===== src/sv/spc_pkg.sv =====
// Package for the sample playback controller: types, codes and constants.
`default_nettype none

package spc_pkg;

  // Player state
  typedef enum logic [1:0] {
    ST_STOPPED = 2'd0,
    ST_PLAYING = 2'd1,
    ST_PAUSED  = 2'd2
  } play_state_t;

  // Request kinds carried on the input tuser
  localparam logic [2:0] MODE_START  = 3'd0;
  localparam logic [2:0] MODE_PAUSE  = 3'd1;
  localparam logic [2:0] MODE_RESUME = 3'd2;
  localparam logic [2:0] MODE_STOP   = 3'd3;
  localparam logic [2:0] MODE_SAMPLE = 3'd4;

  // Event codes on the result
  localparam logic [2:0] EV_NONE   = 3'd0;
  localparam logic [2:0] EV_ACCEPT = 3'd1;
  localparam logic [2:0] EV_REFUSE = 3'd2;
  localparam logic [2:0] EV_END    = 3'd3;
  localparam logic [2:0] EV_ERROR  = 3'd4;

  // Configuration register indexes
  localparam logic [1:0] REG_CLIP_LENGTH    = 2'd0;
  localparam logic [1:0] REG_GAIN           = 2'd1;
  localparam logic [1:0] REG_SOURCE_PRESENT = 2'd2;

  // Sample arithmetic
  localparam logic [7:0]  MIDPOINT   = 8'd128;
  localparam logic [6:0]  UNITY_GAIN = 7'd127;
  // floor(m / 127) == (m * RECIP_127) >> RECIP_SHIFT for m up to 128 * 127
  localparam logic [14:0] RECIP_127   = 15'd16514;
  localparam int          RECIP_SHIFT = 21;

  // Request widths
  localparam int IN_DATA_W  = 16;
  localparam int OUT_DATA_W = 48;

endpackage

`default_nettype wire


===== src/sv/sample_playback_controller_unit.sv =====
// Sample playback controller: command decode, state update and gain scaling.
// An accepted request is registered in stage 1, then in the result register that drives m_tvalid.
// Throughput: one request per cycle unless stalled; the control state is updated at
// acceptance, and the gain multiply and constant divide by 127 each take one stage.
// Reset: stopped at offset 0, clip length 0, gain 127, no source, pipeline empty.
`default_nettype none

module sample_playback_controller_unit (
  input  wire                           clk,
  input  wire                           rst,
  // Input requests
  input  wire                           s_tvalid,
  output logic                          s_tready,
  input  wire  [spc_pkg::IN_DATA_W-1:0] s_tdata,   // sample_byte[7:0], fetch_failed[8]
  input  wire  [2:0]                    s_tuser,   // mode[2:0]
  // Result requests
  output logic                          m_tvalid,
  input  wire                           m_tready,
  output logic [spc_pkg::OUT_DATA_W-1:0] m_tdata,  // scaled_sample[7:0], event_code[10:8],
                                                   // player_state[12:11], next_offset[44:13]
  output logic [0:0]                    m_tuser,   // sample_valid[0]
  // Configuration writes
  input  wire                           cfg_valid,
  output logic                          cfg_ready,
  input  wire  [1:0]                    cfg_index,
  input  wire  [31:0]                   cfg_data
);
  import spc_pkg::*;

  // Configuration registers
  logic [31:0] clip_length;
  logic [6:0]  gain;
  logic        source_present;

  // Player state
  play_state_t play_state, play_state_next;
  logic [31:0] byte_offset, byte_offset_next;

  // Stage 1 (after acceptance)
  logic        s1_valid;
  logic        s1_sample_valid;
  logic        s1_negative;
  logic [13:0] s1_magnitude;
  logic [2:0]  s1_event;
  logic [1:0]  s1_state;
  logic [31:0] s1_offset;

  // Decode of the incoming request
  logic [2:0]  in_mode;
  logic [7:0]  in_byte;
  logic        in_failed;
  logic        in_accept;
  logic        out_free;
  logic        s1_advance;
  logic [2:0]  event_next;
  logic        sample_valid_next;
  logic        negative;
  logic [7:0]  centred_mag;

  // Stage 2 arithmetic
  logic [28:0] recip_product;
  logic [7:0]  quotient;
  logic [8:0]  scaled_wide;

  assign in_mode   = s_tuser;
  assign in_byte   = s_tdata[7:0];
  assign in_failed = s_tdata[8];

  // Configuration writes are always taken
  assign cfg_ready = 1'b1;

  always_ff @(posedge clk) begin
    if (rst) begin
      clip_length    <= '0;
      gain           <= UNITY_GAIN;
      source_present <= 1'b0;
    end else if (cfg_valid) begin
      unique case (cfg_index)
        REG_CLIP_LENGTH:    clip_length    <= cfg_data;
        REG_GAIN:           gain           <= cfg_data[6:0];
        REG_SOURCE_PRESENT: source_present <= cfg_data[0];
        default: ;
      endcase
    end
  end

  // Pipeline flow control
  assign out_free   = !m_tvalid || m_tready;
  assign s1_advance = s1_valid && out_free;
  assign s_tready   = !s1_valid || out_free;
  assign in_accept  = s_tvalid && s_tready;

  // Next state, offset and event for the request at the input
  always_comb begin
    play_state_next   = play_state;
    byte_offset_next  = byte_offset;
    event_next        = EV_NONE;
    sample_valid_next = 1'b0;
    unique case (in_mode)
      MODE_START: begin
        if (clip_length == '0 || !source_present) begin
          event_next = EV_REFUSE;
        end else begin
          play_state_next  = ST_PLAYING;
          byte_offset_next = '0;
          event_next       = EV_ACCEPT;
        end
      end
      MODE_PAUSE: begin
        if (play_state == ST_PLAYING) begin
          play_state_next = ST_PAUSED;
          event_next      = EV_ACCEPT;
        end else begin
          event_next = EV_REFUSE;
        end
      end
      MODE_RESUME: begin
        if (play_state == ST_PAUSED) begin
          play_state_next = ST_PLAYING;
          event_next      = EV_ACCEPT;
        end else begin
          event_next = EV_REFUSE;
        end
      end
      MODE_STOP: begin
        play_state_next  = ST_STOPPED;
        byte_offset_next = '0;
        event_next       = EV_ACCEPT;
      end
      MODE_SAMPLE: begin
        if (play_state == ST_PLAYING) begin
          if (byte_offset == clip_length) begin
            play_state_next  = ST_STOPPED;
            byte_offset_next = '0;
            event_next       = EV_END;
          end else if (in_failed) begin
            play_state_next  = ST_STOPPED;
            byte_offset_next = '0;
            event_next       = EV_ERROR;
          end else begin
            sample_valid_next = 1'b1;
            byte_offset_next  = byte_offset + 32'd1;
          end
        end
      end
      default: ;
    endcase
  end

  // Byte centred on the midpoint, as sign and magnitude
  assign negative    = (in_byte < MIDPOINT);
  assign centred_mag = negative ? (MIDPOINT - in_byte) : (in_byte - MIDPOINT);

  // Player state register
  always_ff @(posedge clk) begin
    if (rst) begin
      play_state  <= ST_STOPPED;
      byte_offset <= '0;
    end else if (in_accept) begin
      play_state  <= play_state_next;
      byte_offset <= byte_offset_next;
    end
  end

  // Stage 1: control result and gain product
  always_ff @(posedge clk) begin
    if (rst) begin
      s1_valid <= 1'b0;
    end else if (s_tready) begin
      s1_valid <= s_tvalid;
    end
  end

  always_ff @(posedge clk) begin
    if (in_accept) begin
      s1_sample_valid <= sample_valid_next;
      s1_negative     <= negative;
      s1_magnitude    <= 14'(centred_mag * gain);
      s1_event        <= event_next;
      s1_state        <= play_state_next;
      s1_offset       <= byte_offset_next;
    end
  end

  // Stage 2: divide by 127 with truncation toward zero, re-centre
  assign recip_product = 29'(s1_magnitude * RECIP_127);
  assign quotient      = recip_product[RECIP_SHIFT +: 8];
  assign scaled_wide   = s1_negative ? ({1'b0, MIDPOINT} - {1'b0, quotient})
                                     : ({1'b0, MIDPOINT} + {1'b0, quotient});

  // Result register
  always_ff @(posedge clk) begin
    if (rst) begin
      m_tvalid <= 1'b0;
    end else if (out_free) begin
      m_tvalid <= s1_valid;
    end
  end

  always_ff @(posedge clk) begin
    if (s1_advance) begin
      m_tuser[0]     <= s1_sample_valid;
      m_tdata[7:0]   <= s1_sample_valid ? scaled_wide[7:0] : MIDPOINT;
      m_tdata[10:8]  <= s1_event;
      m_tdata[12:11] <= s1_state;
      m_tdata[44:13] <= s1_offset;
      m_tdata[47:45] <= '0;
    end
  end

endmodule

`default_nettype wire

===== config.mk =====
export PLATFORM = sky130hd
export DESIGN_NAME = sample_playback_controller_unit
export DESIGN_NICKNAME = d
export VERILOG_FILES = /design/src/sv/spc_pkg.sv /design/src/sv/sample_playback_controller_unit.sv
export SDC_FILE = /design/constraint.sdc
export NUM_CORES = 1
export LEC_CHECK = 0
export BUFFER_PORTS_ARGS = -buffer_cell sky130_fd_sc_hd__buf_2
export CELL_PAD_IN_SITES_DETAIL_PLACEMENT = 1
export CELL_PAD_IN_SITES_GLOBAL_PLACEMENT = 2
export CORE_AREA = 2 2 163 165
export CTS_BUF_LIST = sky130_fd_sc_hd__clkbuf_4 sky130_fd_sc_hd__clkbuf_8 sky130_fd_sc_hd__clkbuf_16
export DETAILED_ROUTE_END_ITERATION = 12
export DIE_AREA = 0 0 165 167
export PLACE_DENSITY_LB_ADDON = 0.1
export SYNTH_ARGS = -nofsm -noshare
export SYNTH_HDL_FRONTEND = slang
export SYNTH_SLANG_ARGS = --single-unit

===== constraint.sdc =====
create_clock -name clk -period 10.6 [get_ports clk]
set_clock_uncertainty 0.05 [all_clocks]
set_input_delay 2.65 -clock clk [delete_from_list [all_inputs] [get_ports clk]]
set_output_delay 2.65 -clock clk [all_outputs]
set_load 0.01 [all_outputs]

==> flow_metrics.env, run 1 <==
export IMPL_fin_nets=1316
export IMPL_p_leak_nw=4.65
export IMPL_timing_final_crit_share_pct=70.9
export IMPL_cts_htree_levels=4
export IMPL_yosysWarnings=0
export IMPL_cap_violations=0
export IMPL_worst_pin_slew_ns=0.959
export IMPL_drive_above_1_share_pct=13.0
export IMPL_grt_overflow=0
export IMPL_synth_top_area_share_pct=28.5
export IMPL_num_io_pins=110
export IMPL_p_int_mw=1.71
export IMPL_ctsResizeCount=0
export IMPL_fp_coreArea_mm2=0.0258
export IMPL_p_clk_share_pct=21.7
export IMPL_gp_congestion=0.774
export IMPL_required_ns=10.72
export IMPL_drt_wl_total_um=26200
export IMPL_final_cells=1496
export IMPL_antenna_found_initial=2
export IMPL_path_clk_slew_ns=0.07
export IMPL_pwr_density_cell_mw_per_mm2=238
export IMPL_rsz0062_at_grt="false"
export IMPL_place_area_mm2=0.0112
export IMPL_grt_pass1_wl_um=43300
export IMPL_slew_violations=0
export IMPL_synth_seq_cells=175
export IMPL_hold_slack_ns=0.364
export IMPL_area_delta_synth_final_pct=12.7
export IMPL_vias=8000
export IMPL_synth_cell_type_count=63
export IMPL_grt_max_degree=78
export IMPL_insertion_delay_ns=0.44
export IMPL_cts_sinks=175
export IMPL_finalWorstSetupSlack_ns=3.08
export IMPL_antenna_left=0
export IMPL_hpwl_um=19700
export IMPL_design_area_mm2=0.0117
export IMPL_synthFlopType="edfxtp_1"
export IMPL_hold_viol_final=0
export IMPL_placed_cells=1463
export IMPL_cp_arrival_ns=7.64
export IMPL_numPortBuffers=98
export IMPL_netlist_area_mm2=0.0104
export IMPL_critPathKind="in2reg"
export IMPL_max_slew_margin_pct=35.9
export IMPL_fp_dieW_um=165
export IMPL_endpoint_kind="flop"
export IMPL_rows=59
export IMPL_setup_viol=0
export IMPL_grt_use_total_pct=20.0
export IMPL_drc=0
export IMPL_postCtsHoldBufs=0
export IMPL_crit_fanout=9
export IMPL_seq_power_share_pct=31.3
export IMPL_synth_top_cell_by_area="edfxtp_1"
export IMPL_cp_start_kind="input pin"
export IMPL_routedWlPerCell_um=17.5
export IMPL_max_clock_path_buffers=2
export IMPL_vdd_ir_drop_max_mv=0.104
export IMPL_grt_pass1_vias=8118
export IMPL_cts_buffers=17
export IMPL_p_switching_mw=1.08
export IMPL_syn_avg_cell_area_um2=9.68
export IMPL_drtIter0Drc=342
export IMPL_tns_ns=0
export IMPL_dieArea_mm2=0.0276
export IMPL_postCtsSetupBuffers=0
export IMPL_die_height_um=167
export IMPL_min_path_type="reg2reg"
export IMPL_synthTopCellsByArea="edfxtp_1, dfxtp_1, ha_1, fa_1, xnor2_1"
export IMPL_synth_edf_count=99
export IMPL_cts_tree="built"
export IMPL_initial_core_util_pct=40.5
export IMPL_status="finished clean"
export IMPL_cts_root_buf="clkbuf_16"
export IMPL_dr_pass1_iters=4
export IMPL_p_sw_share_pct=38.8
export IMPL_synth_async_reset_ratio_pct=0
export IMPL_preCtsSetupSlack_ns=2.59
export IMPL_fmax_ghz=0.133
export IMPL_syn_instance_count=1077
export IMPL_viasPerCell=5.35
export IMPL_period_minus_slack_ns=7.52
export IMPL_synth_seq_area_share_pct=43.1
export IMPL_comb_power_share_pct=46.9
==> routing by layer <==
layer	GRT usage, %	share of wire [%]	vias to the layer above
met5	0	0	-
met4	5.18	1.4	0
met3	3.04	3.7	22
met2	30.0	44	139
met1	30.0	51	3902
li1	-	-	3937
==> placed cells by master, fill, tap and decap left out, types with 14 or more instances in the layout <==
master and count:
nand4_1 15, inv_1 42, and3_1 18, edfxtp_1 99, dfxtp_1 76, nand3_1 15
nor2_1 85, ha_1 83, a211oi_1 27, fa_1 28, nor3_1 14, nand2_1 135
and2_1 17, nor2b_1 44, o21ai_0 55, a21oi_1 80, xnor2_1 59, clkbuf_16 17
buf_2 98, nand2b_1 14
==> metrics by stage <==
step | utilization (%) | total power [mW]
after CTS | 45.6 | 2.84
after floorplan | - | 1.89
after global routing | 45.6 | 3.08
final | 45.6 | 2.79
after global placement | 43.3 | 2.18
after detailed placement | 43.3 | 2.21
==> logic make-up after synthesis <==
family	Yosys count	share of synthesized area, %
other	2	0.0721
adders and majority gates	111	15.3
xor gates and xnor gates	63	5.29
DFF	175	43.1
and+or+nand+nor	395	18.5
buffers and inverters	99	3.94
AOI/OAI and AO/OA	225	13.0
muxes	7	0.744
==> worst paths after layout <==
kind / depth (start not counted) / slack [ns] / endpoint / start
max: 21 / 3.08 / s1_magnitude[12] / s_tdata[0]
min: 0 / 0.36 / m_tdata[30] / s1_offset[17]
max reg2reg: 16 / 6.02 / s1_magnitude[12] / gain[5]
min reg2reg: 0 / 0.36 / m_tdata[30] / s1_offset[17]
==> cell usage after synthesis, drive strengths merged (4+ instances only) <==
cell type,count
nand2,135
edfxtp,99
nor2,86
ha,83
a21oi,81
dfxtp,76
o21ai,62
xnor2,59
nor2b,45
inv,43
clkbuf,34
fa,28
a211oi,27
buf,22
and3,18
and2,17
nand3,16
nand4,15
nand2b,14
nor3,14
nor4,13
o31ai,13
nand3b,9
a31oi,8
a21o,5
o41ai,5
mux2i,4
or3,4
xor2,4
==> final cells by class <==
cell class / count / area (µm²)
Antenna cell: 1 / 2.50
Clock buffer: 17 / 425
Clock inverter: 15 / 148
Fill cell: 2983 / 14000
Inverter: 43 / 161
Multi-Input combinational cell: 805 / 5550
Sequential cell: 175 / 4490
Tap cell: 335 / 419
Timing Repair Buffer: 105 / 543
==> power groups by stage <==
stage / registers (mW) / clock network, mW / logic, mW
3_5_place_dp: 0.892 / 0 / 1.32
6_report: 0.875 / 0.607 / 1.31
5_1_grt: 0.884 / 0.655 / 1.54
3_3_place_gp: 0.890 / 0 / 1.29
2_1_floorplan: 0.872 / 0 / 1.02
4_1_cts: 0.877 / 0.624 / 1.34
==> worst max-delay path, stage by stage <==
cell and delay [ns]:
buf_2 0.17, nor3_1 0.29, a21oi_1 0.13, xnor2_1 0.64, nor2b_1 0.14, fa_1 0.51, inv_1 0.05, fa_1 0.47
inv_1 0.05, fa_1 0.53, inv_1 0.05, fa_1 0.52, inv_1 0.04, ha_1 0.34, inv_1 0.09, o21bai_1 0.07
a21oi_1 0.21, o21ai_0 0.18, a21o_1 0.21, a21oi_1 0.16, xnor2_1 0.11
==> state kept, by name, summed over array words and instances, names as in the netlist <==
signal,flops
s1_state,2
m_tuser,1
clip_length,32
s1_event,3
play_state,2
s1_sample_valid,1
s1_valid,1
byte_offset,32
gain,7
s1_magnitude,14
m_tdata,45
s1_offset,32
m_tvalid,1
source_present,1
s1_negative,1
Power figures use the tool's default switching activity.
==> run 2, diff against run 1 <==
--- a/config.mk
+++ b/config.mk
@@ -5,13 +5,14 @@
 export SDC_FILE = /design/constraint.sdc
 export NUM_CORES = 1
 export LEC_CHECK = 0
+export ABC_AREA = 1
 export BUFFER_PORTS_ARGS = -buffer_cell sky130_fd_sc_hd__buf_2
 export CELL_PAD_IN_SITES_DETAIL_PLACEMENT = 1
 export CELL_PAD_IN_SITES_GLOBAL_PLACEMENT = 2
-export CORE_AREA = 2 2 163 165
+export CORE_AREA = 2 2 194 196
 export CTS_BUF_LIST = sky130_fd_sc_hd__clkbuf_4 sky130_fd_sc_hd__clkbuf_8 sky130_fd_sc_hd__clkbuf_16
 export DETAILED_ROUTE_END_ITERATION = 12
-export DIE_AREA = 0 0 165 167
+export DIE_AREA = 0 0 196 198
 export PLACE_DENSITY_LB_ADDON = 0.1
 export SYNTH_ARGS = -nofsm -noshare
 export SYNTH_HDL_FRONTEND = slang
==> constraint.sdc (replaced) <==
create_clock -name clk -period 6.9 [get_ports clk]
set_clock_uncertainty 0.05 [all_clocks]
set_input_delay 1.725 -clock clk [delete_from_list [all_inputs] [get_ports clk]]
set_output_delay 1.725 -clock clk [all_outputs]
set_load 0.01 [all_outputs]
==> flow_metrics.env, run 2 <==
export IMPL_crit_buf_inv=7
export IMPL_synthTopCellsByArea="edfxtp_1, nand2_1, dfxtp_1, ha_1, inv_1"
export IMPL_critPathSlowestCell="fa_1"
export IMPL_p_leak_nw=6.44
export IMPL_initial_core_util_pct=31.5
export IMPL_cts_sinks=175
export IMPL_setup_viol=0
export IMPL_cp_num_cells=25
export IMPL_synth_async_reset_ratio_pct=0
export IMPL_antenna_left=0
export IMPL_status="finished clean"
export IMPL_postCtsHoldBufs=0
export IMPL_grt_max_degree=51
export IMPL_crit_family="adder cells"
export IMPL_preCtsSetupSlack_ns=0.140
export IMPL_synth_top_cell_by_area="edfxtp_1"
export IMPL_vias=9918
export IMPL_cts_buffers=17
export IMPL_postCtsSetupBuffers=0
export IMPL_final_cell_mix="nand2_1, inv_1, nor2_1"
export IMPL_viasPerCell=4.75
export IMPL_dr_pass1_iters=5
export IMPL_yosysWarnings=0
export IMPL_yosys_top_cells_count="nand2_1, inv_1, nor2_1"
export IMPL_fmax_ghz=0.161
export IMPL_drive_above_1_share_pct=11.1
export IMPL_grt_pass1_vias=10100
export IMPL_cp_start_kind="input pin"
export IMPL_rows=71
export IMPL_timing_final_crit_share_pct=90.2
export IMPL_min_path_cells=0
export IMPL_cpMostUsedCell="inv_1"
export IMPL_cts_tree="built"
export IMPL_antenna_found_initial=0
export IMPL_syn_instance_count=1517
export IMPL_final_common_cell="nand2_1"
export IMPL_grt_use_total_pct=18.3
export IMPL_synth_edf_count=99
export IMPL_regMostFlops="m_tdata"
export IMPL_fin_nets=1772
export IMPL_vdd_ir_drop_max_mv=0.176
export IMPL_crit_fanout=5
export IMPL_fp_coreArea_mm2=0.0370
export IMPL_period_minus_slack_ns=6.22
export IMPL_worst_pin_slew_ns=1.14
export IMPL_largest_register_ffs=45
export IMPL_cts_htree_levels=4
export IMPL_hold_viol_final=0
export IMPL_gp_congestion=0.803
export IMPL_drt_wl_total_um=34100
export IMPL_yosysMostFrequentCell="nand2_1"
export IMPL_cts_root_buf="clkbuf_16"
export IMPL_cap_violations=0
export IMPL_pwr_density_cell_mw_per_mm2=368
export IMPL_grt_overflow=0
export IMPL_dieArea_mm2=0.0388
export IMPL_slew_violations=0
export IMPL_ctsResizeCount=0
export IMPL_synth_seq_cells=175
export IMPL_syn_avg_cell_area_um2=7.68
export IMPL_min_path_type="reg2reg"
export IMPL_die_height_um=198
export IMPL_synthFlopType="edfxtp_1"
export IMPL_hpwl_um=26600
export IMPL_synth_cell_type_count=42
export IMPL_grt_pass1_wl_um=55000
export IMPL_required_ns=7.03
export IMPL_netlist_area_mm2=0.0117
export IMPL_area_delta_synth_final_pct=13.5
export IMPL_cp_arrival_ns=6.36
export IMPL_drtIter0Drc=417
export IMPL_max_slew_margin_pct=23.9
export IMPL_routedWlPerCell_um=16.3
export IMPL_max_clock_path_buffers=2
export IMPL_numPortBuffers=98
export IMPL_synth_seq_area_share_pct=38.6
export IMPL_insertion_delay_ns=0.45
export IMPL_rsz0062_at_grt="false"
export IMPL_finalWorstSetupSlack_ns=0.678
export IMPL_slowest_delay_ns=0.53
export IMPL_path_clk_slew_ns=0.07
export IMPL_synth_top_area_share_pct=25.5
export IMPL_p_total_mw=4.87
export IMPL_drc=0
export IMPL_fp_dieW_um=196
export IMPL_final_core_util_pct=35.8
export IMPL_endpoint_kind="flop"
export IMPL_diodes=0
export IMPL_critPathKind="in2reg"
export IMPL_r2r_cells=19
export IMPL_tns_ns=0
export IMPL_num_io_pins=110
-- run 2: through the flow --
stage	instances	area [µm²]	hold slack, ns
6_report	2090	13200	0.370
3_5_place_dp	2058	12600	0.355
2_1_floorplan	1519	11700	0.350
5_1_grt	2090	13200	0.373
3_3_place_gp	2058	12600	0.353
4_1_cts	2090	13200	0.369
-- run 2: path summary, 6_finish.rpt --
check | slack, ns | endpoint | from
setup / recovery | 0.68 | s1_magnitude[13] | s_tdata[2]
hold / removal | 0.37 | m_tdata[14] | s1_offset[1]
setup reg to reg | 2.29 | s1_magnitude[13] | gain[3]
hold reg to reg | 0.37 | m_tdata[14] | s1_offset[1]
-- run 2: area by class of cell --
type,count,area (µm²)
clock buffers,17,425
repair buffers,115,618
clock inverters,15,195
well taps,474,593
inverters,218,820
multi-input cells,1076,6090
fillers,4591,23700
flip-flops and latches,175,4490
-- run 2: cells by family (layout without fill, tap and decap cells) --
| kind of cell | Yosys count | after routing | share of synthesized area [%] |
|---|---|---|---|
| flops | 175 | 175 | 38.6 |
| buf+inv | 268 | 365 | 9.42 |
| other cells | 2 | 4 | 0.0644 |
| xor+xnor | 51 | 51 | 3.83 |
| fa+ha+maj | 111 | 111 | 13.7 |
| simple gates | 759 | 759 | 27.3 |
| compound gates | 151 | 151 | 7.10 |
-- run 2: layer usage --
metal | global-route usage (%) | part of all wire, %
met1 | 26.9 | 54
met2 | 28.6 | 43
met3 | 2.42 | 2.3
met4 | 4.01 | 0.84
met5 | 0 | 0
-- run 2: report_power, final --
| group | total, mW | switching (mW) | internal (mW) |
|---|---|---|---|
| Sequential | 1.39 | 0.110 | 1.28 |
| Combinational | 2.46 | 1.52 | 0.938 |
| Clock | 1.02 | 0.466 | 0.553 |
| Total | 4.87 | 2.10 | 2.78 |
